## src/rtl/cda_pkg.sv

```systemverilog
`timescale 1ns / 1ps
// cda_pkg: types, constants and digit helpers for the clock display with alarm
// no dependencies; used by cda_out_if and all modules of the block

package cda_pkg;

    localparam int HOUR_W  = 5;
    localparam int MIN_W   = 6;
    localparam int TICK_W  = 16;
    localparam int CFG_W   = 16;
    localparam int DIGIT_W = 4;
    localparam int SEG_W   = 8;
    localparam int SCAN_W  = 2;

    localparam logic [HOUR_W-1:0] HOURS_PER_DAY = HOUR_W'(24);
    localparam logic [HOUR_W-1:0] HALF_DAY      = HOUR_W'(12);
    localparam logic [MIN_W-1:0]  MINS_PER_HOUR = MIN_W'(60);
    localparam logic [SEG_W-1:0]  SEG_DP        = 8'h80;

    typedef enum logic [1:0] {
        CFG_WAKE_HOUR        = 2'd0,
        CFG_WAKE_MINUTE      = 2'd1,
        CFG_ALARM_TICKS      = 2'd2,
        CFG_TICKS_PER_MINUTE = 2'd3
    } t_cfg_idx;

    typedef enum logic [SCAN_W-1:0] {
        SCAN_MIN_UNITS  = 2'd0,
        SCAN_MIN_TENS   = 2'd1,
        SCAN_HOUR_UNITS = 2'd2,
        SCAN_HOUR_TENS  = 2'd3
    } t_scan;

    typedef struct packed {
        logic [HOUR_W-1:0] wake_hour;
        logic [MIN_W-1:0]  wake_minute;
        logic [TICK_W-1:0] alarm_ticks;
        logic [TICK_W-1:0] ticks_per_minute;
    } t_cfg;

    typedef struct packed {
        logic [MIN_W-1:0]  minute;
        logic [HOUR_W-1:0] hour;
        logic              fmt_24h;
        t_scan             scan;
        logic              led;
    } t_time;

    // gfedcba pattern of one decimal digit
    function automatic logic [6:0] seg_of(input logic [DIGIT_W-1:0] d);
        logic [6:0] s;
        case (d)
            4'd0:    s = 7'h3F;
            4'd1:    s = 7'h06;
            4'd2:    s = 7'h5B;
            4'd3:    s = 7'h4F;
            4'd4:    s = 7'h66;
            4'd5:    s = 7'h6D;
            4'd6:    s = 7'h7D;
            4'd7:    s = 7'h07;
            4'd8:    s = 7'h7F;
            4'd9:    s = 7'h6F;
            default: s = 7'h3F;
        endcase
        return s;
    endfunction

    // tens digit in [7:4], units digit in [3:0], for values below 64
    function automatic logic [7:0] split_dec(input logic [MIN_W-1:0] v);
        logic [3:0]       tens;
        logic [MIN_W-1:0] rest;
        tens = 4'd0;
        rest = v;
        if (v >= MIN_W'(60)) begin
            tens = 4'd6;
            rest = v - MIN_W'(60);
        end else if (v >= MIN_W'(50)) begin
            tens = 4'd5;
            rest = v - MIN_W'(50);
        end else if (v >= MIN_W'(40)) begin
            tens = 4'd4;
            rest = v - MIN_W'(40);
        end else if (v >= MIN_W'(30)) begin
            tens = 4'd3;
            rest = v - MIN_W'(30);
        end else if (v >= MIN_W'(20)) begin
            tens = 4'd2;
            rest = v - MIN_W'(20);
        end else if (v >= MIN_W'(10)) begin
            tens = 4'd1;
            rest = v - MIN_W'(10);
        end
        return {tens, rest[3:0]};
    endfunction

endpackage

```

## src/rtl/cda_if.sv

```systemverilog
`timescale 1ns / 1ps
// cda_in_if and cda_out_if: valid/ready channels carrying ticks and display results
// depends on cda_pkg for field widths

interface cda_in_if;
    logic valid;
    logic ready;
    logic button_level;

    modport source (output valid, output button_level, input ready);
    modport sink   (input valid, input button_level, output ready);
endinterface

interface cda_out_if;
    import cda_pkg::*;
    logic               valid;
    logic               ready;
    logic [DIGIT_W-1:0] digit_enable;
    logic [SEG_W-1:0]   segments;
    logic               alarm_led;
    logic [HOUR_W-1:0]  hour_now;
    logic [MIN_W-1:0]   minute_now;
    logic               format_24h;

    modport source (output valid, output digit_enable, output segments, output alarm_led,
                    output hour_now, output minute_now, output format_24h, input ready);
    modport sink   (input valid, input digit_enable, input segments, input alarm_led,
                    input hour_now, input minute_now, input format_24h, output ready);
endinterface

```

## src/rtl/clock_display_alarm_top.sv

```systemverilog
`timescale 1ns / 1ps
// clock_display_alarm_top: multiplexed seven-segment clock with alarm LED and format button
// a tick transaction passes the input register, then the result register
// throughput: one tick per cycle while o_out is not stalled, set by the state update in cda_timekeep
// reset (synchronous, active low): time 00:00, 12h format, LED off, alarm 06:00 for 1000 ticks,
// 25 ticks per minute; both pipeline registers empty
// depends on cda_pkg, cda_if, cda_timekeep and cda_digit

module clock_display_alarm_top (
    input  logic                       i_clk,
    input  logic                       i_rst_n,
    input  logic                       i_cfg_we,
    input  logic [1:0]                 i_cfg_idx,
    input  logic [cda_pkg::CFG_W-1:0]  i_cfg_data,
    cda_in_if.sink                     i_in,
    cda_out_if.source                  o_out
);
    import cda_pkg::*;

    t_cfg  r_cfg;
    logic  r_in_valid;
    logic  r_in_button;
    logic  r_out_valid;

    logic [DIGIT_W-1:0] r_digit_enable;
    logic [SEG_W-1:0]   r_segments;
    logic               r_alarm_led;
    logic [HOUR_W-1:0]  r_hour_now;
    logic [MIN_W-1:0]   r_minute_now;
    logic               r_format_24h;

    logic               advance;
    logic               step;
    t_time              cur_time;
    t_time              next_time;
    logic [DIGIT_W-1:0] digit_enable;
    logic [SEG_W-1:0]   segments;

    assign advance = !r_out_valid || o_out.ready;
    assign step    = advance && r_in_valid;
    assign i_in.ready = !r_in_valid || advance;

    // configuration registers
    always_ff @(posedge i_clk) begin
        if (!i_rst_n) begin
            r_cfg.wake_hour        <= HOUR_W'(6);
            r_cfg.wake_minute      <= '0;
            r_cfg.alarm_ticks      <= TICK_W'(1000);
            r_cfg.ticks_per_minute <= TICK_W'(25);
        end else if (i_cfg_we) begin
            case (t_cfg_idx'(i_cfg_idx))
                CFG_WAKE_HOUR:        r_cfg.wake_hour        <= i_cfg_data[HOUR_W-1:0];
                CFG_WAKE_MINUTE:      r_cfg.wake_minute      <= i_cfg_data[MIN_W-1:0];
                CFG_ALARM_TICKS:      r_cfg.alarm_ticks      <= i_cfg_data[TICK_W-1:0];
                CFG_TICKS_PER_MINUTE: r_cfg.ticks_per_minute <= i_cfg_data[TICK_W-1:0];
                default: ;
            endcase
        end
    end

    // input register
    always_ff @(posedge i_clk) begin
        if (!i_rst_n) begin
            r_in_valid <= 1'b0;
        end else if (i_in.ready) begin
            r_in_valid <= i_in.valid;
        end
    end

    always_ff @(posedge i_clk) begin
        if (i_in.ready && i_in.valid) begin
            r_in_button <= i_in.button_level;
        end
    end

    cda_timekeep u_timekeep (
        .i_clk    (i_clk),
        .i_rst_n  (i_rst_n),
        .i_en     (step),
        .i_button (r_in_button),
        .i_cfg    (r_cfg),
        .o_cur    (cur_time),
        .o_next   (next_time)
    );

    cda_digit u_digit (
        .i_time         (cur_time),
        .o_digit_enable (digit_enable),
        .o_segments     (segments)
    );

    // result register
    always_ff @(posedge i_clk) begin
        if (!i_rst_n) begin
            r_out_valid <= 1'b0;
        end else if (advance) begin
            r_out_valid <= r_in_valid;
        end
    end

    always_ff @(posedge i_clk) begin
        if (step) begin
            r_digit_enable <= digit_enable;
            r_segments     <= segments;
            r_alarm_led    <= next_time.led;
            r_hour_now     <= next_time.hour;
            r_minute_now   <= next_time.minute;
            r_format_24h   <= next_time.fmt_24h;
        end
    end

    assign o_out.valid        = r_out_valid;
    assign o_out.digit_enable = r_digit_enable;
    assign o_out.segments     = r_segments;
    assign o_out.alarm_led    = r_alarm_led;
    assign o_out.hour_now     = r_hour_now;
    assign o_out.minute_now   = r_minute_now;
    assign o_out.format_24h   = r_format_24h;

    a_onehot_digit: assert property (@(posedge i_clk) disable iff (!i_rst_n)
        r_out_valid |-> $onehot(r_digit_enable)) else $error("digit select not one-hot");
    a_dp_hour_units: assert property (@(posedge i_clk) disable iff (!i_rst_n)
        r_out_valid |-> (r_segments[SEG_W-1] == r_digit_enable[SCAN_HOUR_UNITS]))
        else $error("decimal point on wrong digit");
    a_ready_when_empty: assert property (@(posedge i_clk) disable iff (!i_rst_n)
        !r_in_valid |-> i_in.ready) else $error("input stalled while empty");
    a_step_fills_out: assert property (@(posedge i_clk) disable iff (!i_rst_n)
        step |=> r_out_valid) else $error("processed tick produced no result");

endmodule

```

## src/rtl/cda_timekeep.sv

```systemverilog
`timescale 1ns / 1ps
// cda_timekeep: time, scan, alarm timer and format state with next-state logic
// depends on cda_pkg

module cda_timekeep (
    input  logic          i_clk,
    input  logic          i_rst_n,
    input  logic          i_en,
    input  logic          i_button,
    input  cda_pkg::t_cfg i_cfg,
    output cda_pkg::t_time o_cur,
    output cda_pkg::t_time o_next
);
    import cda_pkg::*;

    logic [TICK_W-1:0] r_tick, n_tick;
    logic [MIN_W-1:0]  r_minute, n_minute;
    logic [HOUR_W-1:0] r_hour, n_hour;
    t_scan             r_scan, n_scan;
    logic              r_fmt, n_fmt;
    logic              r_alarm_on, n_alarm_on;
    logic [TICK_W-1:0] r_remaining, n_remaining;
    logic              r_btn_prev, n_btn_prev;

    logic [TICK_W-1:0] tick_inc;
    logic [TICK_W-1:0] load;
    logic              trig;

    always_comb begin
        n_scan   = t_scan'(r_scan + SCAN_W'(1));
        tick_inc = r_tick + TICK_W'(1);
        n_tick   = tick_inc;
        n_minute = r_minute;
        n_hour   = r_hour;
        if (tick_inc >= i_cfg.ticks_per_minute) begin
            n_tick = '0;
            if (r_minute + MIN_W'(1) >= MINS_PER_HOUR) begin
                n_minute = '0;
                n_hour   = (r_hour + HOUR_W'(1) >= HOURS_PER_DAY) ? '0 : r_hour + HOUR_W'(1);
            end else begin
                n_minute = r_minute + MIN_W'(1);
            end
        end

        // alarm timer: trigger, then count down or switch off in the same tick
        trig        = !r_alarm_on && (n_hour == i_cfg.wake_hour)
                      && (n_minute == i_cfg.wake_minute);
        load        = trig ? i_cfg.alarm_ticks : r_remaining;
        n_alarm_on  = r_alarm_on;
        n_remaining = load;
        if (r_alarm_on || trig) begin
            if (load != '0) begin
                n_alarm_on  = 1'b1;
                n_remaining = load - TICK_W'(1);
            end else begin
                n_alarm_on  = 1'b0;
            end
        end

        n_fmt      = (r_btn_prev && !i_button) ? !r_fmt : r_fmt;
        n_btn_prev = i_button;
    end

    always_ff @(posedge i_clk) begin
        if (!i_rst_n) begin
            r_tick      <= '0;
            r_minute    <= '0;
            r_hour      <= '0;
            r_scan      <= SCAN_MIN_UNITS;
            r_fmt       <= 1'b0;
            r_alarm_on  <= 1'b0;
            r_remaining <= '0;
            r_btn_prev  <= 1'b1;
        end else if (i_en) begin
            r_tick      <= n_tick;
            r_minute    <= n_minute;
            r_hour      <= n_hour;
            r_scan      <= n_scan;
            r_fmt       <= n_fmt;
            r_alarm_on  <= n_alarm_on;
            r_remaining <= n_remaining;
            r_btn_prev  <= n_btn_prev;
        end
    end

    assign o_cur  = '{minute: r_minute, hour: r_hour, fmt_24h: r_fmt, scan: r_scan,
                      led: r_alarm_on};
    assign o_next = '{minute: n_minute, hour: n_hour, fmt_24h: n_fmt, scan: n_scan,
                      led: n_alarm_on};

    a_minute_range: assert property (@(posedge i_clk) disable iff (!i_rst_n)
        r_minute < MINS_PER_HOUR) else $error("minute out of range");
    a_hour_range: assert property (@(posedge i_clk) disable iff (!i_rst_n)
        r_hour < HOURS_PER_DAY) else $error("hour out of range");
    a_scan_step: assert property (@(posedge i_clk) disable iff (!i_rst_n)
        i_en |=> r_scan == t_scan'($past(r_scan) + SCAN_W'(1)))
        else $error("digit scan did not advance");
    a_idle_hold: assert property (@(posedge i_clk) disable iff (!i_rst_n)
        !i_en |=> $stable(r_tick) && $stable(r_alarm_on) && $stable(r_remaining))
        else $error("state changed without a tick");

endmodule

```

## src/rtl/cda_digit.sv

```systemverilog
`timescale 1ns / 1ps
// cda_digit: digit select and seven-segment pattern for the scanned digit
// depends on cda_pkg

module cda_digit (
    input  cda_pkg::t_time                  i_time,
    output logic [cda_pkg::DIGIT_W-1:0]     o_digit_enable,
    output logic [cda_pkg::SEG_W-1:0]       o_segments
);
    import cda_pkg::*;

    logic [HOUR_W-1:0] hr_shown;
    logic [7:0]        min_dec;
    logic [7:0]        hr_dec;
    logic [3:0]        digit;

    always_comb begin
        hr_shown = i_time.hour;
        if (!i_time.fmt_24h) begin
            if (i_time.hour == '0) begin
                hr_shown = HALF_DAY;
            end else if (i_time.hour > HALF_DAY) begin
                hr_shown = i_time.hour - HALF_DAY;
            end
        end
        min_dec = split_dec(i_time.minute);
        hr_dec  = split_dec(MIN_W'(hr_shown));

        case (i_time.scan)
            SCAN_MIN_UNITS:  digit = min_dec[3:0];
            SCAN_MIN_TENS:   digit = min_dec[7:4];
            SCAN_HOUR_UNITS: digit = hr_dec[3:0];
            SCAN_HOUR_TENS:  digit = hr_dec[7:4];
            default:         digit = '0;
        endcase

        o_segments = {1'b0, seg_of(digit)};
        if (i_time.scan == SCAN_HOUR_UNITS) begin
            o_segments = o_segments | SEG_DP;
        end
        o_digit_enable = DIGIT_W'(1) << i_time.scan;
    end

endmodule
```

## src/flat_wrapper.sv

```systemverilog
// flat-port wrapper written by rule: the top's interface ports become plain ports
module clock_display_alarm_top_flat import cda_pkg::*;
  (i_clk, i_rst_n, i_cfg_we, i_cfg_idx, i_cfg_data, i_in_valid, i_in_button_level, i_in_ready, o_out_valid, o_out_digit_enable, o_out_segments, o_out_alarm_led, o_out_hour_now, o_out_minute_now, o_out_format_24h, o_out_ready);
  cda_in_if i_in_i ();
  cda_out_if o_out_i ();
  input  logic i_clk;
  input  logic i_rst_n;
  input  logic i_cfg_we;
  input  logic [1:0] i_cfg_idx;
  input  logic [cda_pkg::CFG_W-1:0] i_cfg_data;
  input wire logic [$bits(i_in_i.valid)-1:0] i_in_valid;
  input wire logic [$bits(i_in_i.button_level)-1:0] i_in_button_level;
  output wire logic [$bits(i_in_i.ready)-1:0] i_in_ready;
  output wire logic [$bits(o_out_i.valid)-1:0] o_out_valid;
  output wire logic [$bits(o_out_i.digit_enable)-1:0] o_out_digit_enable;
  output wire logic [$bits(o_out_i.segments)-1:0] o_out_segments;
  output wire logic [$bits(o_out_i.alarm_led)-1:0] o_out_alarm_led;
  output wire logic [$bits(o_out_i.hour_now)-1:0] o_out_hour_now;
  output wire logic [$bits(o_out_i.minute_now)-1:0] o_out_minute_now;
  output wire logic [$bits(o_out_i.format_24h)-1:0] o_out_format_24h;
  input wire logic [$bits(o_out_i.ready)-1:0] o_out_ready;
  assign i_in_i.valid = i_in_valid;
  assign i_in_i.button_level = i_in_button_level;
  assign i_in_ready = i_in_i.ready;
  assign o_out_valid = o_out_i.valid;
  assign o_out_digit_enable = o_out_i.digit_enable;
  assign o_out_segments = o_out_i.segments;
  assign o_out_alarm_led = o_out_i.alarm_led;
  assign o_out_hour_now = o_out_i.hour_now;
  assign o_out_minute_now = o_out_i.minute_now;
  assign o_out_format_24h = o_out_i.format_24h;
  assign o_out_i.ready = o_out_ready;
  clock_display_alarm_top u_core (.i_clk(i_clk), .i_rst_n(i_rst_n), .i_cfg_we(i_cfg_we), .i_cfg_idx(i_cfg_idx), .i_cfg_data(i_cfg_data), .i_in(i_in_i), .o_out(o_out_i));
endmodule
```

## config.mk

```make
export PLATFORM = sky130hd
export DESIGN_NAME = clock_display_alarm_top_flat
export DESIGN_NICKNAME = d
export VERILOG_FILES = /design/src/rtl/cda_pkg.sv /design/src/rtl/cda_if.sv /design/src/rtl/clock_display_alarm_top.sv /design/src/rtl/cda_timekeep.sv /design/src/rtl/cda_digit.sv /design/src/flat_wrapper.sv
export SDC_FILE = /design/constraint.sdc
export NUM_CORES = 1
export LEC_CHECK = 0
export BUFFER_PORTS_ARGS = -buffer_cell sky130_fd_sc_hd__buf_2
export CORE_MARGIN = 2
export CORE_UTILIZATION = 55
export DETAILED_ROUTE_END_ITERATION = 8
export PLACE_DENSITY_LB_ADDON = 0.25
export SYNTH_ARGS = -nofsm -noshare
export SYNTH_HDL_FRONTEND = slang
export SYNTH_SLANG_ARGS = --single-unit
export TNS_END_PERCENT = 100
```

## constraint.sdc

```tcl
create_clock -name i_clk -period 8.05 [get_ports i_clk]
set_clock_uncertainty 0.1 [all_clocks]
set_input_delay 1.61 -clock i_clk [delete_from_list [all_inputs] [get_ports i_clk]]
set_output_delay 1.61 -clock i_clk [all_outputs]
set_load 0.005 [all_outputs]
```

==> results.md, run 1 <==
- Run status: completed
- Critical path arrival: 7.32 ns
- Top-level I/O count: 51
- Routed via count: 6622
- GRT overflow: 0
- Register bit count reported by yosys: 119
- Area Overhead vs Synth: 12.7%
- Post-Syn Instances: 903
- Routed length per instance: 15.7 µm
- Initial drt markers: 532
- Die W: 120 µm
- Buffer depth of the longest clock path: 2
- Starting density of the core: 56.2%
- Setup Viol. Count Final: 0
- CP top delay family: simple AND/OR/NAND/NOR gates
- Crit-path max FO: 15
- Fin nets: 1002
- Commonest cells post-synth: nand2_1 (145), dfxtp_1 (93), a21oi_1 (79), nor2_1 (73)
- Hold Fails Final Rpt: 0
- Clock Pin Slew Worst Setup and Hold Paths: 0.06 ns
- ANT nets after route: 0
- Syn_area_per_cell: 8.21 µm²
- Yosys top cell by area: dfxtp_1
- Core region area: 13200 µm²
- Max Freq: 141 MHz
- Worst setup path startpoint: u_core.u_timekeep.r_tick[0]$_SDFFE_PN0P_
- Area of the mapped netlist: 7410 µm²
- CTS H-Tree Depth: 4
- Synth top area cells: dfxtp_1 (25%), edfxtp_1 (11%), ha_1 (7.8%), nand2_1 (7.3%), a21oi_1 (5.3%)
- Placer Congestion: 0.911
- Initial antenna violation count: 0
- Rows: 42
- Hold WS: 0.351 ns
- Count leader, synth: nand2_1
- Sequential area share after synthesis: 35.7%
- Total power: 1660 µW
- Fin Setup TNS: 0 ns
- CTS Root Cell: clkbuf_16
- Crit share post-route: 88.2%
- WP buf/inv: 0
- Slew headroom: 26.9%
- DP HPWL: 11.8 mm
- HP Class: register to register
- Largest net degree at the start of global routing: 75
- Max cap viols: 0
- Die Footprint: 14400 µm²
- Leakage Power: 0.00344 µW
- Vias in the first global route: 6097
- DRC violations left: 0
- TritonCTS clock tree: yes
- DR pass1 iterations: 5
- Max Slew Vio Count: 0
- Critical path class: register to register
- Worst EP required: 8.27 ns
- Slowest CP cell: or4_1
- Finished Layout Cells: 1121
- Clock sink total: 119
- Count of cell types in the netlist: 84
- Total track usage: 25.0%
- Cts hold-fix bufs: 0
- EDFF count, synth: 26
- Final instance area: 8350 µm²
- PD cells: 198 nW/µm²
- IO Port Bufs: 50
- Peak supply drop: 0.000117 V
- RSZ-0062 raised after global routing: false
- Routed wire length: 17.6 mm
- First-pass GRT wire length: 29.1 mm
- CTS Buf Count: 17
- Post-Place Cells: 1089
- Async set-reset flop share out of synthesis: 0%
- Setup crit end kind: register
- Dpl cell area: 7730 µm²
- Min-delay src: u_core.r_cfg[11]$_SDFFE_PN0P_
- Most used cell, CP: and3_1
- CP max stage delay: 0.62 ns
- Diodes inserted: 0
- Share of cells above drive strength 1: 12.9%
- Top FF cell, synth: dfxtp_1
- Clk Latency, worst-skew pair: 0.42 ns
- PostCTS Resize Cnt: 0
- Share of the synthesized area in the top cell type: 25.1%
- Post-CTS Setup Inserts: 0
- Synthesized Nets: 973
- Final Critical Period: 7.10 ns
- Reg2reg start: u_core.u_timekeep.r_tick[0]$_SDFFE_PN0P_
- Synth warnings: 0
- Worst Max-Slew Pin Slew: 1.09 ns
- Startpoint Class: register
- Vias per inst: 5.91
- Die Height: 120 µm
worst min-delay path, cell delays in order (launching register included):
cell and delay [ns]:
dfxtp_1 0.30, nand2_1 0.05, a21oi_1 0.05
report_power, final:
part	switching [µW]	internal, µW	leakage [µW]
sequential	22.5	638	0.000996
clock	278	508	0.000303
combinational	127	81.8	0.00214
total	427	1230	0.00344
cells by family after synthesis:
group / after synthesis / synth area share [%]
mux: 35 / 4.93
compound gates: 225 / 19.8
fa+ha+maj: 46 / 7.77
buf+inv: 93 / 4.98
simple gates: 342 / 21.8
flops: 119 / 35.7
xor+xnor: 43 / 5.08
area by class of cell:
cell class | count | area [µm²]
clock buffers | 22 | 507
clock inverters | 10 | 111
fillers | 1132 | 4840
inverters | 48 | 185
multi-input cells | 691 | 4400
flip-flops and latches | 119 | 2640
well taps | 176 | 220
repair buffers | 55 | 288
state kept, by name, indices dropped and copies added, names as in the netlist:
register	cells
u_core.o_out.alarm_led	1
u_core.o_out.digit_enable	4
u_core.o_out.format_24h	1
u_core.o_out.hour_now	5
u_core.o_out.minute_now	6
u_core.o_out.segments	8
u_core.o_out.valid	1
u_core.r_cfg	43
u_core.r_in_button	1
u_core.r_in_valid	1
u_core.u_timekeep.r_alarm_on	1
u_core.u_timekeep.r_btn_prev	1
u_core.u_timekeep.r_fmt	1
u_core.u_timekeep.r_hour	5
u_core.u_timekeep.r_minute	6
u_core.u_timekeep.r_remaining	16
u_core.u_timekeep.r_scan	2
u_core.u_timekeep.r_tick	16
stage by stage:
stage / worst slack (ns) / util (%)
CTS: 0.986 / 63.3
finish: 0.946 / 63.3
global placement: 1.32 / 58.6
global route: 0.368 / 63.3
detailed placement: 1.19 / 58.6
floorplan: 1.52 / -
per-layer routing:
| layer | share of wire, % | wire (µm) | up-vias | global-route usage [%] |
|---|---|---|---|---|
| li1 | - | - | 3259 | - |
| met1 | 45 | 7960 | 3133 | 32.2 |
| met2 | 48 | 8480 | 199 | 41.3 |
| met3 | 4.6 | 814 | 31 | 4.28 |
| met4 | 2.2 | 388 | 0 | 10.4 |
| met5 | 0 | 0 | - | 0 |
worst paths after layout:
path	end	slack, ns	cells after the start
worst min-delay path	u_core.r_cfg[11]$_SDFFE_PN0P_	0.35	2
worst max register to register	u_core.u_timekeep.r_remaining[15]$_SDFFE_PN0P_	0.95	26
worst max-delay path	u_core.u_timekeep.r_remaining[15]$_SDFFE_PN0P_	0.95	26
worst min register to register	u_core.r_cfg[11]$_SDFFE_PN0P_	0.35	2
layout by cell type (no fill, tap or decap), types with 19 or more instances in the layout:
master,n
nand2_1,145
dfxtp_1,93
a21oi_1,79
nor2_1,73
buf_2,50
o21ai_0,46
ha_1,46
inv_1,44
nand3_1,35
mux2i_1,26
edfxtp_1,26
xnor2_1,24
xor2_1,19
clkbuf_16,19
Power figures use the tool's default switching activity.
==> inputs of run 2 (changes only) <==
MAX_ROUTING_LAYER = met4   (was unset)
==> run 2 against run 1 <==
Against the previous run:
- final cell count unchanged
- die area did not move
- sequential power is essentially flat
- via count down 0.39%
- clock power is essentially flat
- first-iteration DRC count rose by 0.94%
- register-to-register slack about the same
- sequential cell count stayed put
- critical path type unchanged
- highest routed layer unchanged
==> results.md, run 2 (synthesized netlist as in run 1, its figures left out) <==
- Register name with the most flops: u_core.r_cfg
- Die Height: 120 µm
- Slew headroom: 26.6%
- Run status: completed
- Initial drt markers: 537
- Sw frac: 25.9%
- Diodes inserted: 0
- Logic gate share of total power: 12.6%
- Sequential power share: 39.9%
- Clk pwr share: 47.5%
- Critical path class: register to register
- Max cap viols: 0
- Reg2reg end: u_core.u_timekeep.r_remaining[15]$_SDFFE_PN0P_
- Biggest regs: u_core.r_cfg (43), u_core.u_timekeep.r_remaining (16), u_core.u_timekeep.r_tick (16)
- Psw: 429 µW
- Hold-critical path depth: 2
- Power Internal: 1230 µW
- Die W: 120 µm
- Peak supply drop: 0.000118 V
- Crit-path max FO: 15
- R2R Setup Slk: 0.93 ns
- CTS Root Cell: clkbuf_16
- HP Class: register to register
- Setup crit end kind: register
- Largest net degree at the start of global routing: 75
- PD cells: 198 nW/µm²
- Clock sink total: 119
- Rows: 42
- Setup Viol. Count Final: 0
- Critical path arrival: 7.33 ns
- Crit share post-route: 88.4%
- Vias per inst: 5.88
- Fin util: 63.3%
- Routed length per instance: 15.8 µm
- Pre-CTS setup slack: 1.19 ns
- Startpoint Class: register
- Number of flip-flops in the largest register: 43
- Routed via count: 6596
- Area Overhead vs Synth: 12.7%
- CTS H-Tree Depth: 4
- Clk Latency, worst-skew pair: 0.42 ns
- Final Critical Period: 7.12 ns
- Initial antenna violation count: 0
- Top-level I/O count: 51
- Finished Layout Cells: 1121
- Worst Max-Slew Pin Slew: 1.10 ns
- Hold Path End: u_core.r_cfg[11]$_SDFFE_PN0P_
- R2R depth: 26
- Total track usage: 25.8%
- Fin nets: 1002
- Total power: 1660 µW
- GRT overflow: 0
- Core region area: 13200 µm²
- Min-delay src: u_core.r_cfg[11]$_SDFFE_PN0P_
- Setup WS post-layout: 0.935 ns
- Worst EP required: 8.27 ns
- Most common cell after layout, fill and taps aside: nand2_1
- Share of cells above drive strength 1: 12.9%
- DR pass1 iterations: 5
- RSZ-0062 raised after global routing: false
- Die Footprint: 14400 µm²
- Reg2reg start: u_core.u_timekeep.r_tick[0]$_SDFFE_PN0P_
- Most frequent cells in the layout: nand2_1 (145), dfxtp_1 (93), a21oi_1 (79)
- Vias in the first global route: 6091
- Hold Fails Final Rpt: 0
- Max Freq: 141 MHz
- CTS Buf Count: 17
- First-pass GRT wire length: 29.1 mm
- Cts hold-fix bufs: 0
- Fin Setup TNS: 0 ns
- Buffer depth of the longest clock path: 2
- Leakage Power: 0.00344 µW
- Post-Place Cells: 1089
- PostCTS Resize Cnt: 0
- IO Port Bufs: 50
- DRC violations left: 0
- DP HPWL: 11.8 mm
- Placer Congestion: 0.927
- ANT nets after route: 0
- Starting density of the core: 56.2%
- TritonCTS clock tree: yes
- Post-CTS Setup Inserts: 0
- Max Slew Vio Count: 0
- Routed wire length: 17.7 mm
- Clock Pin Slew Worst Setup and Hold Paths: 0.06 ns
==> run 2: cell counts in the layout (fill, tap and decap cells not counted) <==
No cell type changed its count.
==> run 2: area by class of cell <==
| type | instances | area, µm² |
|---|---|---|
| Fill cell | 1132 | 4840 |
| Multi-Input combinational cell | 691 | 4400 |
| Sequential cell | 119 | 2640 |
| Clock buffer | 22 | 507 |
| Timing Repair Buffer | 55 | 288 |
| Tap cell | 176 | 220 |
| Inverter | 48 | 185 |
| Clock inverter | 10 | 111 |
==> run 2: worst max-delay path by stage <==
| stage | startpoint | end |
|---|---|---|
| after floorplan | u_core.u_timekeep.r_tick[0]$_SDFFE_PN0P_ | u_core.u_timekeep.r_remaining[15]$_SDFFE_PN0P_ |
| after global placement | u_core.u_timekeep.r_tick[0]$_SDFFE_PN0P_ | u_core.u_timekeep.r_remaining[15]$_SDFFE_PN0P_ |
| after detailed placement | u_core.u_timekeep.r_tick[0]$_SDFFE_PN0P_ | u_core.u_timekeep.r_remaining[15]$_SDFFE_PN0P_ |
| after CTS | u_core.u_timekeep.r_tick[0]$_SDFFE_PN0P_ | u_core.u_timekeep.r_remaining[15]$_SDFFE_PN0P_ |
| after global routing | u_core.u_timekeep.r_tick[0]$_SDFFE_PN0P_ | u_core.u_timekeep.r_remaining[15]$_SDFFE_PN0P_ |
| final | u_core.u_timekeep.r_tick[0]$_SDFFE_PN0P_ | u_core.u_timekeep.r_remaining[15]$_SDFFE_PN0P_ |
==> run 2: power groups by stage <==
stage                     clock [µW]  sequential, µW  combinational, µW
after floorplan                    0             666                154
after global placement             0             672                202
after detailed placement           0             672                205
after CTS                        795             660                208
after global routing             826             663                234
final                            787             661                209
==> run 2: routing by layer <==
metal | GRT usage [%] | wire, µm | vias up
met5 | - | 0 | -
li1 | - | - | 3259
met1 | 32.3 | 8030 | 3109
met4 | 10.4 | 403 | 0
met3 | 4.56 | 786 | 33
met2 | 41.3 | 8450 | 195
==> run 2: critical path, cell delays in order (launching register included) <==
cell	delay, ns
dfxtp_1	0.40
and3_1	0.25
and3_1	0.24
and3_1	0.24
and3_1	0.24
and3_1	0.26
and3_1	0.19
nand3_1	0.09
xnor2_1	0.16
ha_1	0.34
nand4_2	0.14
nor3_2	0.24
or4b_1	0.58
nand3_1	0.26
o211ai_1	0.17
xnor2_1	0.19
a2111oi_4	0.41
nand4b_4	0.33
mux2i_1	0.24
ha_1	0.25
nand4b_1	0.09
nand2_1	0.16
or4_1	0.62
o31a_1	0.18
o311ai_1	0.32
a21oi_1	0.12
o21a_1	0.19
==> run 2: metrics by stage <==
stage | hold slack, ns | area [µm²]
finish | 0.351 | 8350
global route | 0.367 | 8350
CTS | 0.354 | 8350
detailed placement | 0.346 | 7730
global placement | 0.344 | 7730
floorplan | 0.336 | 7410
